==> src/rtl/sorted_priority_queue_core_defines.svh <==
// assertion helpers for the queue core rtl
`ifndef SORTED_PRIORITY_QUEUE_CORE_DEFINES_SVH
`define SORTED_PRIORITY_QUEUE_CORE_DEFINES_SVH

// checked on every edge once reset is released
`define SPQ_ASSERT(label, clk, rst_n, prop, msg) \
    label: assert property (@(posedge clk) disable iff (!rst_n) prop) else $error(msg);

// checked on every edge, reset included
`define SPQ_ASSERT_ALWAYS(label, clk, prop, msg) \
    label: assert property (@(posedge clk) prop) else $error(msg);

`endif

==> src/rtl/spq_pkg.sv <==
package spq_pkg;

    localparam int CAPACITY_DEF = 16;
    localparam int DATA_W       = 32;
    localparam int COUNT_OUT_W  = 5;

    typedef enum logic [1:0] {
        KIND_INSERT = 2'd0,
        KIND_REMOVE = 2'd1,
        KIND_CLEAR  = 2'd2,
        KIND_QUERY  = 2'd3
    } t_kind;

    typedef enum logic [1:0] {
        ERR_NONE  = 2'd0,
        ERR_FULL  = 2'd1,
        ERR_EMPTY = 2'd2
    } t_err;

    typedef struct packed {
        t_kind                     kind;
        logic signed [DATA_W-1:0]  value;
        logic signed [DATA_W-1:0]  priority_req;
    } t_in_beat;

    typedef struct packed {
        logic signed [DATA_W-1:0]  head_value;
        logic signed [DATA_W-1:0]  head_priority;
        logic [COUNT_OUT_W-1:0]    entry_count;
        logic                      is_empty;
        t_err                      error;
    } t_out_beat;

    // one stored pair
    typedef struct packed {
        logic signed [DATA_W-1:0]  value;
        logic signed [DATA_W-1:0]  prio;
    } t_entry;

    // per-cycle command broadcast to every cell
    typedef struct packed {
        logic insert;
        logic remove;
    } t_cell_cmd;

endpackage

==> src/rtl/spq_cell.sv <==
module spq_cell (
    input  logic               i_clk,
    input  spq_pkg::t_cell_cmd i_cmd,
    input  spq_pkg::t_entry    i_new,
    input  spq_pkg::t_entry    i_left,
    input  logic               i_left_take,
    input  spq_pkg::t_entry    i_right,
    input  logic               i_occupied,
    input  logic               i_at_end,
    output spq_pkg::t_entry    o_entry,
    output logic               o_take
);

    spq_pkg::t_entry r_entry;
    spq_pkg::t_entry n_entry;
    logic            w_gt;

    // new pair outranks this slot
    assign w_gt   = i_new.prio > r_entry.prio;
    // slot at or after the insert point, or the first free slot
    assign o_take = i_occupied ? w_gt : i_at_end;

    always_comb begin
        n_entry = r_entry;
        if (i_cmd.insert && o_take) begin
            n_entry = i_left_take ? i_left : i_new;
        end else if (i_cmd.remove) begin
            n_entry = i_right;
        end
    end

    always_ff @(posedge i_clk) begin
        r_entry <= n_entry;
    end

    assign o_entry = r_entry;

endmodule

==> src/rtl/sorted_priority_queue_core.sv <==
// Bounded sorted priority queue, highest priority at the head. Each input beat
// inserts a value/priority pair, removes the head, clears the queue or only
// queries it, and produces exactly one output beat describing the queue after
// the operation: head value and priority (zero when empty), entry count, empty
// flag and an error code (insert into a full queue is dropped, remove from an
// empty queue is ignored). Pairs of equal priority leave in arrival order.
// Storage is a row of CAPACITY cells; every cell compares the incoming
// priority against its own slot in parallel and takes its left neighbor,
// its right neighbor or the new pair, so all slots update at once. Throughput
// is one beat per clock while the output is not stalled; the output beat
// follows input acceptance in the next cycle, from the result register. The
// input stalls only while a finished output beat is itself stalled. There is
// no clearing pass after reset: slots past the count are never shown.
module sorted_priority_queue_core #(
    parameter int CAPACITY = spq_pkg::CAPACITY_DEF
) (
    input  logic              i_clk,
    input  logic              i_rst_n,
    input  logic              i_in_valid,
    output logic              o_in_stall,
    input  spq_pkg::t_in_beat i_in_data,
    output logic              o_out_valid,
    input  logic              i_out_stall,
    output spq_pkg::t_out_beat o_out_data
);

    `include "sorted_priority_queue_core_defines.svh"

    localparam int CNT_W = $clog2(CAPACITY + 1);

    // control state
    logic [CNT_W-1:0]   r_count;
    logic [CNT_W-1:0]   n_count;
    spq_pkg::t_err      r_err;
    spq_pkg::t_err      n_err;
    logic               r_out_valid;
    logic               n_out_valid;

    logic               w_accept;
    logic               w_full;
    logic               w_empty;
    spq_pkg::t_cell_cmd w_cmd;
    spq_pkg::t_entry    w_new;

    // cell row wiring
    spq_pkg::t_entry    w_entry [CAPACITY];
    logic               w_take  [CAPACITY];

    // accept whenever the result register is free or being drained
    assign o_in_stall = r_out_valid && i_out_stall;
    assign w_accept   = i_in_valid && !o_in_stall;

    assign w_full  = (r_count == CNT_W'(CAPACITY));
    assign w_empty = (r_count == '0);

    assign w_new.value = i_in_data.value;
    assign w_new.prio  = i_in_data.priority_req;

    // decode the operation into a cell command, next count and error code
    always_comb begin
        n_count    = r_count;
        n_err      = spq_pkg::ERR_NONE;
        w_cmd      = '0;
        case (i_in_data.kind)
            spq_pkg::KIND_INSERT: begin
                if (w_full) begin
                    n_err = spq_pkg::ERR_FULL;
                end else begin
                    w_cmd.insert = w_accept;
                    n_count      = r_count + CNT_W'(1);
                end
            end
            spq_pkg::KIND_REMOVE: begin
                if (w_empty) begin
                    n_err = spq_pkg::ERR_EMPTY;
                end else begin
                    w_cmd.remove = w_accept;
                    n_count      = r_count - CNT_W'(1);
                end
            end
            spq_pkg::KIND_CLEAR: begin
                n_count = '0;
            end
            default: begin
                n_count = r_count;
            end
        endcase
    end

    // result beat stays valid until taken
    always_comb begin
        n_out_valid = r_out_valid;
        if (w_accept) begin
            n_out_valid = 1'b1;
        end else if (!i_out_stall) begin
            n_out_valid = 1'b0;
        end
    end

    always_ff @(posedge i_clk) begin
        if (!i_rst_n) begin
            r_count     <= '0;
            r_err       <= spq_pkg::ERR_NONE;
            r_out_valid <= 1'b0;
        end else begin
            r_out_valid <= n_out_valid;
            if (w_accept) begin
                r_count <= n_count;
                r_err   <= n_err;
            end
        end
    end

    // row of cells, slot 0 is the head; neighbors shift right on insert,
    // left on remove
    for (genvar g = 0; g < CAPACITY; g++) begin : g_cell
        spq_pkg::t_entry w_left;
        spq_pkg::t_entry w_right;
        logic            w_left_take;

        if (g == 0) begin : g_head
            assign w_left      = w_entry[g];
            assign w_left_take = 1'b0;
        end else begin : g_body
            assign w_left      = w_entry[g-1];
            assign w_left_take = w_take[g-1];
        end

        // tail has no right neighbor; its slot becomes free on remove anyway
        if (g == CAPACITY - 1) begin : g_tail
            assign w_right = w_entry[g];
        end else begin : g_mid
            assign w_right = w_entry[g+1];
        end

        spq_cell u_cell (
            .i_clk       (i_clk),
            .i_cmd       (w_cmd),
            .i_new       (w_new),
            .i_left      (w_left),
            .i_left_take (w_left_take),
            .i_right     (w_right),
            .i_occupied  (CNT_W'(g) < r_count),
            .i_at_end    (CNT_W'(g) == r_count),
            .o_entry     (w_entry[g]),
            .o_take      (w_take[g])
        );
    end

    // head fields read straight from cell 0; it holds while the beat is stalled
    assign o_out_valid              = r_out_valid;
    assign o_out_data.head_value    = w_empty ? '0 : w_entry[0].value;
    assign o_out_data.head_priority = w_empty ? '0 : w_entry[0].prio;
    assign o_out_data.entry_count   = spq_pkg::COUNT_OUT_W'(r_count);
    assign o_out_data.is_empty      = w_empty;
    assign o_out_data.error         = r_err;

    // count stays within the row of cells; unknown before the first reset edge
    `SPQ_ASSERT_ALWAYS(a_count_bound, i_clk, !i_rst_n || (r_count <= CNT_W'(CAPACITY)), "count above capacity")

    // a granted insert grows the queue by exactly one
    `SPQ_ASSERT(a_insert_grows, i_clk, i_rst_n, (w_accept && i_in_data.kind == spq_pkg::KIND_INSERT && !w_full) |=> (r_count == $past(r_count) + CNT_W'(1)), "insert did not grow count")

    // a full error only ever reports a full queue
    `SPQ_ASSERT(a_full_err, i_clk, i_rst_n, (o_out_valid && o_out_data.error == spq_pkg::ERR_FULL) |-> w_full, "full error with room left")

    // an empty error leaves the queue empty
    `SPQ_ASSERT(a_empty_err, i_clk, i_rst_n, (o_out_valid && o_out_data.error == spq_pkg::ERR_EMPTY) |-> o_out_data.is_empty, "empty error on non-empty queue")

endmodule

==> config.mk <==
export PLATFORM = sky130hd
export DESIGN_NAME = sorted_priority_queue_core
export DESIGN_NICKNAME = d
export VERILOG_FILES = /design/src/rtl/spq_pkg.sv /design/src/rtl/spq_cell.sv /design/src/rtl/sorted_priority_queue_core.sv
export VERILOG_INCLUDE_DIRS = /design/src /design/src/rtl
export SDC_FILE = /design/constraint.sdc
export NUM_CORES = 2
export LEC_CHECK = 0
export ABC_AREA = 1
export BUFFER_PORTS_ARGS = -buffer_cell sky130_fd_sc_hd__buf_2
export CORE_ASPECT_RATIO = 0.9
export CORE_MARGIN = 5
export CORE_UTILIZATION = 40
export DETAILED_ROUTE_END_ITERATION = 10
export PLACE_DENSITY_LB_ADDON = 0.08
export SLEW_MARGIN = 5
export SYNTH_ARGS = -nofsm -noshare
export SYNTH_HDL_FRONTEND = slang
export SYNTH_SLANG_ARGS = --single-unit
==> constraint.sdc <==
create_clock -name i_clk -period 8.58 [get_ports i_clk]
set_clock_uncertainty 0.2 [all_clocks]
set_input_delay 2.145 -clock i_clk [delete_from_list [all_inputs] [get_ports i_clk]]
set_output_delay 2.145 -clock i_clk [all_outputs]
set_load 0.05 [all_outputs]
==> metrics <==
# DRC 0; CTS tree yes; # placed instances around 12k; routability cong. roughly 0.95; power share of the combinational group 23.5%; fill cell count 18.4k; yosys warns 0; Iter 0 DRT Violations 8585; post-synthesis cell area ~0.071 mm^2; post-CTS resize count 0; row cnt 147; CP max FO 65; DR WL/cell between 20 and 30 um; Hold Crit Start o_out_valid; Setup Buffers After CTS 0; worst min path class flop to flop; met3 usage about 5.8%; syn nets a little over 10k; clk sink count ~1.0k; CTS buffer count roughly 130; routed wire length 312000 um; Root Buffer clkbuf_16; worst slew pin tran approximately 1400 ps; critical path capture point type flop; # hold bufs at CTS 0; internal power 0.00985 W; number of synthesized register bits approximately 1.0k; CP Data Arrival Time about 7600 ps; sequential fraction of the synthesis area a little over two fifths; antenna violations before repair 9; Max Slew Vio Count 0; outcome finished clean; setup violators final 0; busiest grt layer met2; clock share of power between 30 and 40%; Die ar. 0.187 mm^2; Synth Instances a little under 10k; Power Dens Cells a little under 200 mW/mm^2; Sequential Power Share around two fifths; Hold Violations, Final 0; CTS H-tree lvls 4; HPWL after detailed placement just over 200000 um; sw power 0.00528 W; setup TNS 0 ps; Worst IR Drop VDD about 0.14 mV; non-filler cells, final 12.0k; Max clock buf depth 3; First-pass DRT Iterations 6; reg2reg start r_count[3]; largest net degree at the start of global routing just over 80; Skew-Pair Late Insertion Delay roughly 800 ps; FF-to-FF setup slack around 2900 ps; Vias per Instance about 5.7; crit path from i_in_data[7]; GR Overflow Total 0; Reg clk slew, reported paths 60 ps; fin nets slightly above 10k; # Max-Cap Violations 0; Total Routing Usage GR between 30% and 40%; synth unique cells between 40 and 50; Routed Antenna Nets 0; Initial Utilization about two fifths; grt met1 use about 47%; Req. time, crit path 9010 ps; mean post-synth cell area 7.40 um^2; Die H just over 400 um; fraction of layout cells with a size suffix above 1 6.18%; via count about 68k; Tmin final 7130 ps; leakage power roughly 38 nW; slew margin rel. just over 7%; Crit Path Class input port to flop; area of placed instances between 0.07 and 0.08 mm^2; most common cell after layout, fill and taps aside nand2_1; RSZ-0062 raised after global routing no; Core ar. about 0.18 mm^2; IO Pins 144; first-pass GRT wire length approximately 450000 um; Chip Width between 400 and 500 um; vias in the first global route 63.9k; Sw Ratio approximately a third; crit share post-route a little over 80%; met2 Use GR 48.2%; Area Overhead vs Synth 9.18%; fmax roughly 140 MHz; number of port buffers 143; most frequent cells in the layout nand2_1 (4666), nand3_1 (1139), edfxtp_1 (1024); Startpoint Class input port; final instance area approximately 0.08 mm^2
## worst paths after layout
kind | end | depth (start not counted)
min | o_out_valid | 2
min reg2reg | o_out_valid | 2
max reg2reg | g_cell[8].u_cell.o_entry[1] | 15
max | g_cell[13].u_cell.o_entry[4] | 18
## cell usage after synthesis
library cell | count | area share, %
buf_4 | 73 | 0.77
inv_1 | 791 | 4.2
nand3b_1 | 3 | 0.032
edfxtp_1 | 1024 | 43
nor4_1 | 2 | 0.018
nor4_4 | 1 | 0.030
o21ai_0 | 167 | 1.2
ha_1 | 520 | 9.1
o21ai_1 | 41 | 0.29
a21oi_1 | 256 | 1.8
nor2_4 | 1 | 0.016
nand4_1 | 45 | 0.39
inv_2 | 23 | 0.12
nor3b_1 | 1 | 0.011
a21oi_2 | 1 | 0.012
clkbuf_1 | 168 | 0.88
dfxtp_1 | 8 | 0.22
nor2_2 | 5 | 0.044
nand2_1 | 4707 | 25
nor2_1 | 201 | 1.1
a21boi_0 | 2 | 0.021
a21o_1 | 2 | 0.021
and3_1 | 3 | 0.026
a211oi_1 | 3 | 0.032
a31oi_2 | 1 | 0.018
nand2_2 | 7 | 0.061
nor4_2 | 4 | 0.070
a31oi_1 | 3 | 0.026
nand3_2 | 1 | 0.014
nor3b_2 | 2 | 0.035
nor4b_1 | 1 | 0.012
o211ai_1 | 8 | 0.084
nor3_2 | 2 | 0.028
nand3_1 | 1156 | 8.1
a41oi_1 | 3 | 0.037
buf_6 | 53 | 0.84
buf_1 | 11 | 0.058
a21oi_4 | 1 | 0.023
buf_2 | 276 | 1.9
o21bai_1 | 15 | 0.16
nor3_1 | 21 | 0.15
and2_1 | 1 | 0.0088
o21a_1 | 30 | 0.32
## cell type report
class | count | area (um^2) | share of cell area [%]
tap | 2384 | 2980 | 3.83
timing repair buffer | 309 | 2070 | 2.66
multi-input combinational | 7217 | 34800 | 44.6
sequential | 1032 | 30900 | 39.6
clock inverter | 57 | 616 | 0.790
clock buffer | 179 | 3520 | 4.52
antenna | 4 | 10.0 | 0.0128
inverter | 814 | 3060 | 3.92
## routing by layer
| layer | wire length (um) | vias up |
|---|---|---|
| met3 | 33000 | 523 |
| li1 | - | 30900 |
| met1 | 134000 | 32800 |
| met5 | 0 | - |
| met4 | 13800 | 0 |
| met2 | 132000 | 3778 |
## critical path, cell delays in order
cell,delay (ps)
buf_2,380
buf_4,350
ha_1,200
nand2_1,70
nor2_1,750
nand2_1,110
nand2_1,200
nand2_1,80
nand2_1,250
nand2_1,130
nand3_1,90
nand3_1,240
nand2_4,160
buf_4,870
nand2_4,930
nand2_1,260
nand3_1,110
nand2_1,110
## metrics by stage
| stage | setup slack (ps) | utilization (%) | total power (W) | hold WS (ps) |
|---|---|---|---|---|
| final | 1450 | 43.8 | 0.0151 | 293 |
| after global placement | 835 | 41.5 | 0.00953 | 272 |
| after floorplan | 1390 | - | 0.00824 | 294 |
| after global routing | 1420 | 43.8 | 0.0157 | 318 |
| after detailed placement | 811 | 41.5 | 0.00956 | 282 |
| after CTS | 1650 | 43.8 | 0.0151 | 295 |
## registers in the layout, summed over array words and instances (netlist names)
name,count
g_cell.u_cell.o_entry,1024
o_out_valid,1
r_count,5
r_err,2
## kinds of logic (layout without fill, tap and decap cells)
| group | after synthesis | count (layout) | share of synthesized area (%) |
|---|---|---|---|
| compound gates | 533 | 533 | 4.00 |
| fa+ha+maj | 520 | 520 | 9.11 |
| buf+inv | 1395 | 1359 | 8.76 |
| flops | 1032 | 1032 | 43.3 |
| other cells | 0 | 4 | 0 |
| simple gates | 6164 | 6164 | 34.8 |
## power by group through the flow
stage,logic [W],clock network [W],registers [W]
2_1_floorplan,0.00219,0,0.00605
3_3_place_gp,0.00343,0,0.00610
3_5_place_dp,0.00347,0,0.00610
4_1_cts,0.00348,0.00564,0.00599
5_1_grt,0.00382,0.00584,0.00601
6_report,0.00356,0.00558,0.00600
Note: power is estimated with default switching activity, not from simulation.
